**config.mk**
```make
export PLATFORM = sky130hd
export DESIGN_NAME = rc_pwm_pulse_width_capture_unit
export DESIGN_NICKNAME = d
export VERILOG_FILES = /design/src/sv/rcpw_pkg.sv /design/src/sv/rcpw_edge_track.sv /design/src/sv/rcpw_serial_div.sv /design/src/sv/rc_pwm_pulse_width_capture_unit.sv
export SDC_FILE = /design/constraint.sdc
export NUM_CORES = 1
export LEC_CHECK = 0
export CORE_UTILIZATION = 45
export DETAILED_ROUTE_END_ITERATION = 10
export DONT_BUFFER_PORTS = 1
export MAX_ROUTING_LAYER = met4
export SETUP_SLACK_MARGIN = 0.02
export SLEW_MARGIN = 0
export SYNTH_ARGS = -nofsm -noshare
export SYNTH_HDL_FRONTEND = slang
export SYNTH_HIERARCHICAL = 1
export SYNTH_SLANG_ARGS = --single-unit
```
**constraint.sdc**
```tcl
create_clock -name clk_i -period 6.9 [get_ports clk_i]
set_clock_uncertainty 0.2 [all_clocks]
set_input_delay 1.035 -clock clk_i [delete_from_list [all_inputs] [get_ports clk_i]]
set_output_delay 1.035 -clock clk_i [all_outputs]
set_load 0.02 [all_outputs]
```
**src/sv/rcpw_pkg.sv**
```systemverilog
// ---------------------------------------------------------------------------
// rcpw_pkg : shared definitions for the RC pulse-width capture unit
// Field widths, register reset values, register map, state and status types.
// ---------------------------------------------------------------------------
package rcpw_pkg;

  // Parameter defaults
  localparam int CHANNELS_DEF     = 4;
  localparam int COUNTER_BITS_DEF = 16;

  // Field widths
  localparam int CH_W     = 2;   // channel number
  localparam int CAP_W    = 16;  // capture value
  localparam int PERIOD_W = 17;  // counter period register
  localparam int CLK_W    = 8;   // reference clock in MHz
  localparam int US_W     = 16;  // microsecond registers
  localparam int FRAC_W   = 4;   // Q4 fraction bits
  localparam int PW_W     = 21;  // pulse width result
  localparam int DIFF_W   = PERIOD_W + 1;     // wrapped tick difference
  localparam int Q_W      = DIFF_W + FRAC_W;  // full quotient
  localparam int LIM_W    = US_W + FRAC_W;    // thresholds in Q4

  // Register reset values
  localparam logic [PERIOD_W-1:0] PERIOD_RST = PERIOD_W'(65536);
  localparam logic [CLK_W-1:0]    CLK_RST    = CLK_W'(1);
  localparam logic [US_W-1:0]     PMAX_RST   = US_W'(2100);
  localparam logic [US_W-1:0]     FRAME_RST  = US_W'(20000);

  // Configuration port
  localparam int APB_DW = 32;
  localparam int APB_AW = 4;

  typedef enum logic [1:0] {
    REG_PERIOD = 2'd0,
    REG_CLK    = 2'd1,
    REG_PMAX   = 2'd2,
    REG_FRAME  = 2'd3
  } rcpw_reg_e;

  typedef enum logic [1:0] {
    ST_IDLE,
    ST_DIFF,
    ST_DIV,
    ST_POST
  } rcpw_state_e;

  // Edge tracker to sequencer
  typedef struct packed {
    logic            pair_done;  // accepted item closes a pulse
    logic [CH_W-1:0] channel;    // channel of the latched pair
  } edge_stat_t;

  // Divider status
  typedef struct packed {
    logic busy;
    logic done;  // last quotient bit is written at this edge
  } div_stat_t;

endpackage

```
**src/sv/rcpw_edge_track.sv**
```systemverilog
// ---------------------------------------------------------------------------
// rcpw_edge_track : per-channel edge pairing and tick difference
// Stores the first capture of each channel, latches the pair on the second
// and forms the difference, wrapping through the counter period.
// ---------------------------------------------------------------------------
module rcpw_edge_track
  import rcpw_pkg::*;
#(
  parameter int CHANNELS     = CHANNELS_DEF,
  parameter int COUNTER_BITS = COUNTER_BITS_DEF
) (
  input  logic                clk_i,
  input  logic                rst_ni,
  input  logic                fire_i,
  input  logic [CH_W-1:0]     channel_i,
  input  logic [CAP_W-1:0]    capture_value_i,
  input  logic [PERIOD_W-1:0] period_i,
  output edge_stat_t          stat_o,
  output logic [DIFF_W-1:0]   diff_o
);

  localparam int IDX_W = (CHANNELS > 1) ? $clog2(CHANNELS) : 1;
  localparam int VAL_W = (COUNTER_BITS < CAP_W) ? COUNTER_BITS : CAP_W;

  logic [CHANNELS-1:0] seen_q;
  logic [VAL_W-1:0]    first_mem [CHANNELS];
  logic [VAL_W-1:0]    val_q, first_q;
  logic [CH_W-1:0]     ch_q;

  logic                ch_ok;
  logic [IDX_W-1:0]    ch_idx;
  logic [VAL_W-1:0]    val_m;
  logic                pair;
  logic [PERIOD_W-1:0] first_ext, head;

  assign ch_ok  = 32'(channel_i) < CHANNELS;
  assign ch_idx = IDX_W'(channel_i);
  assign val_m  = VAL_W'(capture_value_i);
  assign pair   = fire_i && ch_ok && seen_q[ch_idx];

  always_ff @(posedge clk_i or negedge rst_ni) begin
    if (!rst_ni) begin
      seen_q <= '0;
    end else if (fire_i && ch_ok) begin
      seen_q[ch_idx] <= !seen_q[ch_idx];
    end
  end

  // first-edge store and pair latch: payload only
  always_ff @(posedge clk_i) begin
    if (fire_i && ch_ok && !seen_q[ch_idx]) begin
      first_mem[ch_idx] <= val_m;
    end
    if (pair) begin
      val_q   <= val_m;
      first_q <= first_mem[ch_idx];
      ch_q    <= channel_i;
    end
  end

  // wrap: (period - first) saturating at zero, plus second value
  always_comb begin
    first_ext = PERIOD_W'(first_q);
    head      = (period_i > first_ext) ? (period_i - first_ext) : '0;
    if (val_q > first_q) begin
      diff_o = DIFF_W'(val_q - first_q);
    end else begin
      diff_o = DIFF_W'(head) + DIFF_W'(val_q);
    end
  end

  assign stat_o.pair_done = pair;
  assign stat_o.channel   = ch_q;

endmodule

```
**src/sv/rcpw_serial_div.sv**
```systemverilog
// ---------------------------------------------------------------------------
// rcpw_serial_div : bit-serial restoring divider
// One quotient bit per cycle; dividend shifts out MSB first while the
// quotient shifts in behind it.
// ---------------------------------------------------------------------------
module rcpw_serial_div
  import rcpw_pkg::*;
#(
  parameter int NUM_W = Q_W,
  parameter int DEN_W = CLK_W
) (
  input  logic             clk_i,
  input  logic             rst_ni,
  input  logic             start_i,
  input  logic [NUM_W-1:0] dividend_i,
  input  logic [DEN_W-1:0] divisor_i,
  output div_stat_t        stat_o,
  output logic [NUM_W-1:0] quotient_o
);

  localparam int CNT_W = $clog2(NUM_W + 1);

  logic             busy_q;
  logic [CNT_W-1:0] cnt_q;
  logic [NUM_W-1:0] dq_q, dq_d;
  logic [DEN_W-1:0] rem_q, rem_d, dvs_q;
  logic [DEN_W:0]   rem_sh;
  logic             ge;

  always_comb begin
    rem_sh = {rem_q, dq_q[NUM_W-1]};
    ge     = rem_sh >= {1'b0, dvs_q};
    rem_d  = ge ? DEN_W'(rem_sh - {1'b0, dvs_q}) : DEN_W'(rem_sh);
    dq_d   = {dq_q[NUM_W-2:0], ge};
  end

  always_ff @(posedge clk_i or negedge rst_ni) begin
    if (!rst_ni) begin
      busy_q <= 1'b0;
      cnt_q  <= '0;
    end else if (start_i) begin
      busy_q <= 1'b1;
      cnt_q  <= CNT_W'(NUM_W);
    end else if (busy_q) begin
      cnt_q <= cnt_q - CNT_W'(1);
      if (cnt_q == CNT_W'(1)) begin
        busy_q <= 1'b0;
      end
    end
  end

  always_ff @(posedge clk_i) begin
    if (start_i) begin
      dq_q  <= dividend_i;
      rem_q <= '0;
      dvs_q <= (divisor_i == '0) ? DEN_W'(1) : divisor_i;  // zero clock acts as one
    end else if (busy_q) begin
      dq_q  <= dq_d;
      rem_q <= rem_d;
    end
  end

  assign stat_o.busy = busy_q;
  assign stat_o.done = busy_q && (cnt_q == CNT_W'(1));
  assign quotient_o  = dq_q;

endmodule

```
**src/sv/rc_pwm_pulse_width_capture_unit.sv**
```systemverilog
// ---------------------------------------------------------------------------
// rc_pwm_pulse_width_capture_unit : four-channel RC PWM pulse-width capture
// The pair is latched at the accepting edge; the difference state starts a
// bit-serial divide over Q_W = 22 quotient bits; threshold/invert feeds the
// output register. The serial divider is the bottleneck: no capture is taken
// until the last pulse is loaded into the output register. Opening captures
// and out-of-range channels give no result. Async active-low reset clears
// the control state, edge-seen flags, config registers and output valid.
// ---------------------------------------------------------------------------
module rc_pwm_pulse_width_capture_unit
  import rcpw_pkg::*;
#(
  parameter int CHANNELS     = CHANNELS_DEF,
  parameter int COUNTER_BITS = COUNTER_BITS_DEF
) (
  input  logic              clk_i,
  input  logic              rst_ni,
  // capture items in
  input  logic              s_axis_tvalid_i,
  output logic              s_axis_tready_o,
  input  logic [15:0]       s_axis_tdata_i,   // [15:0] capture_value
  input  logic [1:0]        s_axis_tuser_i,   // [1:0] channel
  // pulse width items out
  output logic              m_axis_tvalid_o,
  input  logic              m_axis_tready_i,
  output logic [23:0]       m_axis_tdata_o,   // [20:0] pulse_width_q4, [23:21] zero
  output logic [2:0]        m_axis_tuser_o,   // [1:0] out_channel, [2] was_inverted
  // configuration
  input  logic              psel_i,
  input  logic              penable_i,
  input  logic              pwrite_i,
  input  logic [APB_AW-1:0] paddr_i,
  input  logic [APB_DW-1:0] pwdata_i,
  output logic [APB_DW-1:0] prdata_o,
  output logic              pready_o
);

  // ---------------------------------------------------------------------
  // Configuration registers
  // ---------------------------------------------------------------------
  logic [PERIOD_W-1:0] period_q;
  logic [CLK_W-1:0]    clk_mhz_q;
  logic [US_W-1:0]     pmax_q, frame_q;
  logic                cfg_wr;
  rcpw_reg_e           reg_sel;

  assign pready_o = 1'b1;
  assign cfg_wr   = psel_i && penable_i && pwrite_i && pready_o;
  assign reg_sel  = rcpw_reg_e'(paddr_i[3:2]);

  always_ff @(posedge clk_i or negedge rst_ni) begin
    if (!rst_ni) begin
      period_q  <= PERIOD_RST;
      clk_mhz_q <= CLK_RST;
      pmax_q    <= PMAX_RST;
      frame_q   <= FRAME_RST;
    end else if (cfg_wr) begin
      case (reg_sel)
        REG_PERIOD: period_q  <= pwdata_i[PERIOD_W-1:0];
        REG_CLK:    clk_mhz_q <= pwdata_i[CLK_W-1:0];
        REG_PMAX:   pmax_q    <= pwdata_i[US_W-1:0];
        REG_FRAME:  frame_q   <= pwdata_i[US_W-1:0];
        default:    ;
      endcase
    end
  end

  always_comb begin
    case (reg_sel)
      REG_PERIOD: prdata_o = APB_DW'(period_q);
      REG_CLK:    prdata_o = APB_DW'(clk_mhz_q);
      REG_PMAX:   prdata_o = APB_DW'(pmax_q);
      REG_FRAME:  prdata_o = APB_DW'(frame_q);
      default:    prdata_o = '0;
    endcase
  end

  // ---------------------------------------------------------------------
  // Sequencer
  // ---------------------------------------------------------------------
  rcpw_state_e state_q, state_d;
  edge_stat_t  edge_stat;
  div_stat_t   div_stat;
  logic [DIFF_W-1:0] diff;
  logic [Q_W-1:0]    quot;
  logic in_fire, div_start, out_load;

  assign s_axis_tready_o = (state_q == ST_IDLE);
  assign in_fire         = s_axis_tvalid_i && s_axis_tready_o;

  always_comb begin
    state_d   = state_q;
    div_start = 1'b0;
    out_load  = 1'b0;
    case (state_q)
      ST_IDLE: begin
        if (edge_stat.pair_done) state_d = ST_DIFF;
      end
      ST_DIFF: begin
        div_start = 1'b1;
        state_d   = ST_DIV;
      end
      ST_DIV: begin
        if (div_stat.done) state_d = ST_POST;
      end
      ST_POST: begin
        // hold the finished quotient until the output slot frees up
        if (!m_axis_tvalid_o || m_axis_tready_i) begin
          out_load = 1'b1;
          state_d  = ST_IDLE;
        end
      end
      default: state_d = ST_IDLE;
    endcase
  end

  always_ff @(posedge clk_i or negedge rst_ni) begin
    if (!rst_ni) begin
      state_q <= ST_IDLE;
    end else begin
      state_q <= state_d;
    end
  end

  rcpw_edge_track #(
    .CHANNELS     (CHANNELS),
    .COUNTER_BITS (COUNTER_BITS)
  ) u_edge (
    .clk_i           (clk_i),
    .rst_ni          (rst_ni),
    .fire_i          (in_fire),
    .channel_i       (s_axis_tuser_i),
    .capture_value_i (s_axis_tdata_i),
    .period_i        (period_q),
    .stat_o          (edge_stat),
    .diff_o          (diff)
  );

  // q4 = diff * 16 / timer MHz, one bit per cycle
  rcpw_serial_div #(
    .NUM_W (Q_W),
    .DEN_W (CLK_W)
  ) u_div (
    .clk_i      (clk_i),
    .rst_ni     (rst_ni),
    .start_i    (div_start),
    .dividend_i ({diff, {FRAC_W{1'b0}}}),
    .divisor_i  (clk_mhz_q),
    .stat_o     (div_stat),
    .quotient_o (quot)
  );

  // ---------------------------------------------------------------------
  // Threshold and inversion, output register
  // ---------------------------------------------------------------------
  logic [Q_W-1:0]  limit, frame;
  logic            inv;
  logic [Q_W-1:0]  width;
  logic            out_valid_q;
  logic [PW_W-1:0] out_pw_q;
  logic [CH_W-1:0] out_ch_q;
  logic            out_inv_q;

  always_comb begin
    limit = Q_W'({pmax_q, {FRAC_W{1'b0}}});
    frame = Q_W'({frame_q, {FRAC_W{1'b0}}});
    inv   = quot > limit;   // compared on the full quotient, before truncation
    if (inv) begin
      width = (frame > quot) ? (frame - quot) : '0;
    end else begin
      width = quot;
    end
  end

  always_ff @(posedge clk_i or negedge rst_ni) begin
    if (!rst_ni) begin
      out_valid_q <= 1'b0;
    end else if (out_load) begin
      out_valid_q <= 1'b1;
    end else if (m_axis_tready_i) begin
      out_valid_q <= 1'b0;
    end
  end

  always_ff @(posedge clk_i) begin
    if (out_load) begin
      out_pw_q  <= width[PW_W-1:0];
      out_ch_q  <= edge_stat.channel;
      out_inv_q <= inv;
    end
  end

  assign m_axis_tvalid_o = out_valid_q;
  assign m_axis_tdata_o  = {{(24 - PW_W){1'b0}}, out_pw_q};
  assign m_axis_tuser_o  = {out_inv_q, out_ch_q};

  logic unused_busy;
  assign unused_busy = div_stat.busy;

endmodule

```
==> reports/qor.yml <==
setup_path:
  end_kind: "flop"
  arrival_ns: 5.21
  worst_path_max_delay_cell: "fa_1"
  path_common_cell: "ha_1"
  crit_family: "compound AO/OA/AOI/OAI gates"
  crit_type: "flop to flop"
  cpPeakStageDelay_ns: 0.44
  worstPathMaxFanout: 17
  critPathLaunchType: "flop"
  cp_data_required_time_ns: 6.97
  crit_chain: "inv_1 -> ha_1 -> nor2b_1 -> o211ai_2 -> a31oi_1 -> o41a_1 -> a31oi_2 -> buf_4 -> nor2_1 -> ha_1 -> fa_1 -> a211oi_1 -> o211a_1 -> o211ai_1 -> a31o_2 -> a21oi_1 -> o21ai_0 -> xor2_1 -> o21ai_1 -> mux2_2"
  critPathBufInv: 2
timing:
  final-hold-violation-count: 0
  fin_crit_ns: 5.13
  finalSetupViolCount: 0
  slew-limit-headroom_pct: 37.5
  worst_pin_slew_ns: 0.934
  maxSlewViolCount: 0
  rsz0062_at_grt: "false"
  timing.hold.ws_ns: 0.157
  setup_tns_ns: 0
  fin_crit_sh_pct: 74.4
  fmax_ghz: 0.195
drt:
  postRouteAntennaNets: 0
  via_per_inst: 5.53
  wl_um: 29200
  vias: 8808
  drt-wirelength-per-cell_um: 18.3
  drc: 0
  drt_pre_antenna_iters: 5
  drt_iter0_drc: 447
floorplan:
  die_h_um: 176
  dieArea_mm2: 0.0310
  coreArea_mm2: 0.0297
  initial_core_util_pct: 45.8
  std_cell_rows: 63
  io_pins: 123
  die_w_um: 176
placed_design:
  io_buffer_count: 0
  dp.cells: 1542
  dp_hpwl_um: 21500
  gp_congestion: 0.895
logic_synthesis:
  postSynthCellCount: 1184
  yosys_warnings: 6
  syn_area_mm2: 0.0136
  syn_area_per_cell_um2: 11.5
cts:
  numCtsBuffers: 26
  clkTransAtPathRegs_ns: 0.06
  cts_sinks: 230
  clock_latency_ns: 0.52
  cts_tree: "yes"
  clockBufferDepth: 3
  htreeDepth: 1
  root_buffer: "clkbuf_16"
  cts_setup_buffers: 0
final_layout:
  fin_util_pct: 49.7
  fin_nets: 1342
  fin_cells: 1592
  drive_above_1_share_pct: 16.1
  synthToLayoutAreaGrowth_pct: 8.38
  num_antenna_cells: 0
run_status:
  run_status: "finished clean"
flow_run:
  maxCapViolCount: 0
grt:
  grt_overflow_total: 0
  grt_pass1_vias: 8609
  grt_start_max_net_pins: 59
  antenna_found_initial: 0
  grt_use_total_pct: 19.9
  grt_first_pass_wirelength_um: 47100
power:
  p_leak_nw: 5.89
  vdd_drop_max_mv: 0.178
  p_total_w: 0.00638
  powerDensity_mw_per_mm2: 432
hold_path:
  hold_class: "input pin to asynchronous set/reset pin"
[sequential cells by signal, summed over array words and instances (netlist names), 8 cells and up]
name              cells
clk_mhz_q             8
frame_q              16
u_edge/first_mem     64
u_div/quotient_o     22
u_edge/first_q       16
pmax_q               16
u_edge/val_q         16
period_q             17
u_div/rem_q           8
out_pw_q             21
u_div/dvs_q           8
[placed cells by master (no fill, tap or decap), types with 8 or more instances in the layout]
cell and count:
inv_1 83, dfxtp_1 8, xor2_1 21, nor2_1 75
nor3_1 17, ha_1 94, o21ai_1 9, nand3_1 15
o21bai_1 8, a211oi_1 15, nand2_1 84, nand2b_1 17
mux4_2 25, xnor2_1 35, and2_1 10, dfrtp_1 59
edfxtp_1 152, clkbuf_1 8, mux2_2 64, conb_1 24
dfstp_2 11, nand4_1 8, a21o_1 21, o21a_1 12
o21ai_0 58, nor2b_1 10, buf_4 11, a22o_1 24
a21oi_1 56, clkbuf_16 27
[layout make-up]
class                           instances  area (µm²)
Timing Repair Buffer                   13         120
Clock buffer                           36         719
Inverter                               83         312
Clock inverter                         12        87.6
Tap cell                              390         488
Sequential cell                       230        6490
Multi-Input combinational cell        828        6550
Fill cell                            2615       15000
[final timing paths]
check,slack [ns],endpoint,start,cells after the start
setup / recovery,1.77,u_div/quotient_o[20],u_edge/first_q[1],20
hold / removal,0.16,frame_q[9],rst_ni,0
setup reg to reg,1.77,u_div/quotient_o[20],u_edge/first_q[1],20
hold reg to reg,0.22,out_ch_q[1],u_edge/ch_q[1],0
max in group asynchronous,5.53,state_q[1],rst_ni,1
min in group clk_i,0.22,out_ch_q[1],u_edge/ch_q[1],0
[metal layers]
metal  vias up  wire (µm)  GRT usage, %
li1       4321          -             -
met1      4251      13800          27.3
met2       186      13400          30.9
met3        50       1190          3.14
met4         0        716          5.11
met5         -          0             -
[through the flow]
stage | setup slack (ns) | instance area [µm²]
floorplan | 2.15 | 13700
global placement | 1.80 | 13900
detailed placement | 1.74 | 13900
CTS | 1.73 | 14800
global route | 1.37 | 14800
finish | 1.77 | 14800
[timing repair]
action,in CTS,in global routing
resized for setup,0,0
endpoints found under the hold margin,58,0
hold buffers,2,0
setup endpoints to repair,0,0
[power breakdown]
group / internal (W) / leakage, nW / switching [W]
registers: 0.00190 / 2.32 / 0.000314
clock network: 0.000764 / 0.387 / 0.000534
logic: 0.00126 / 3.19 / 0.00161
(Power assumes the default switching activity.)
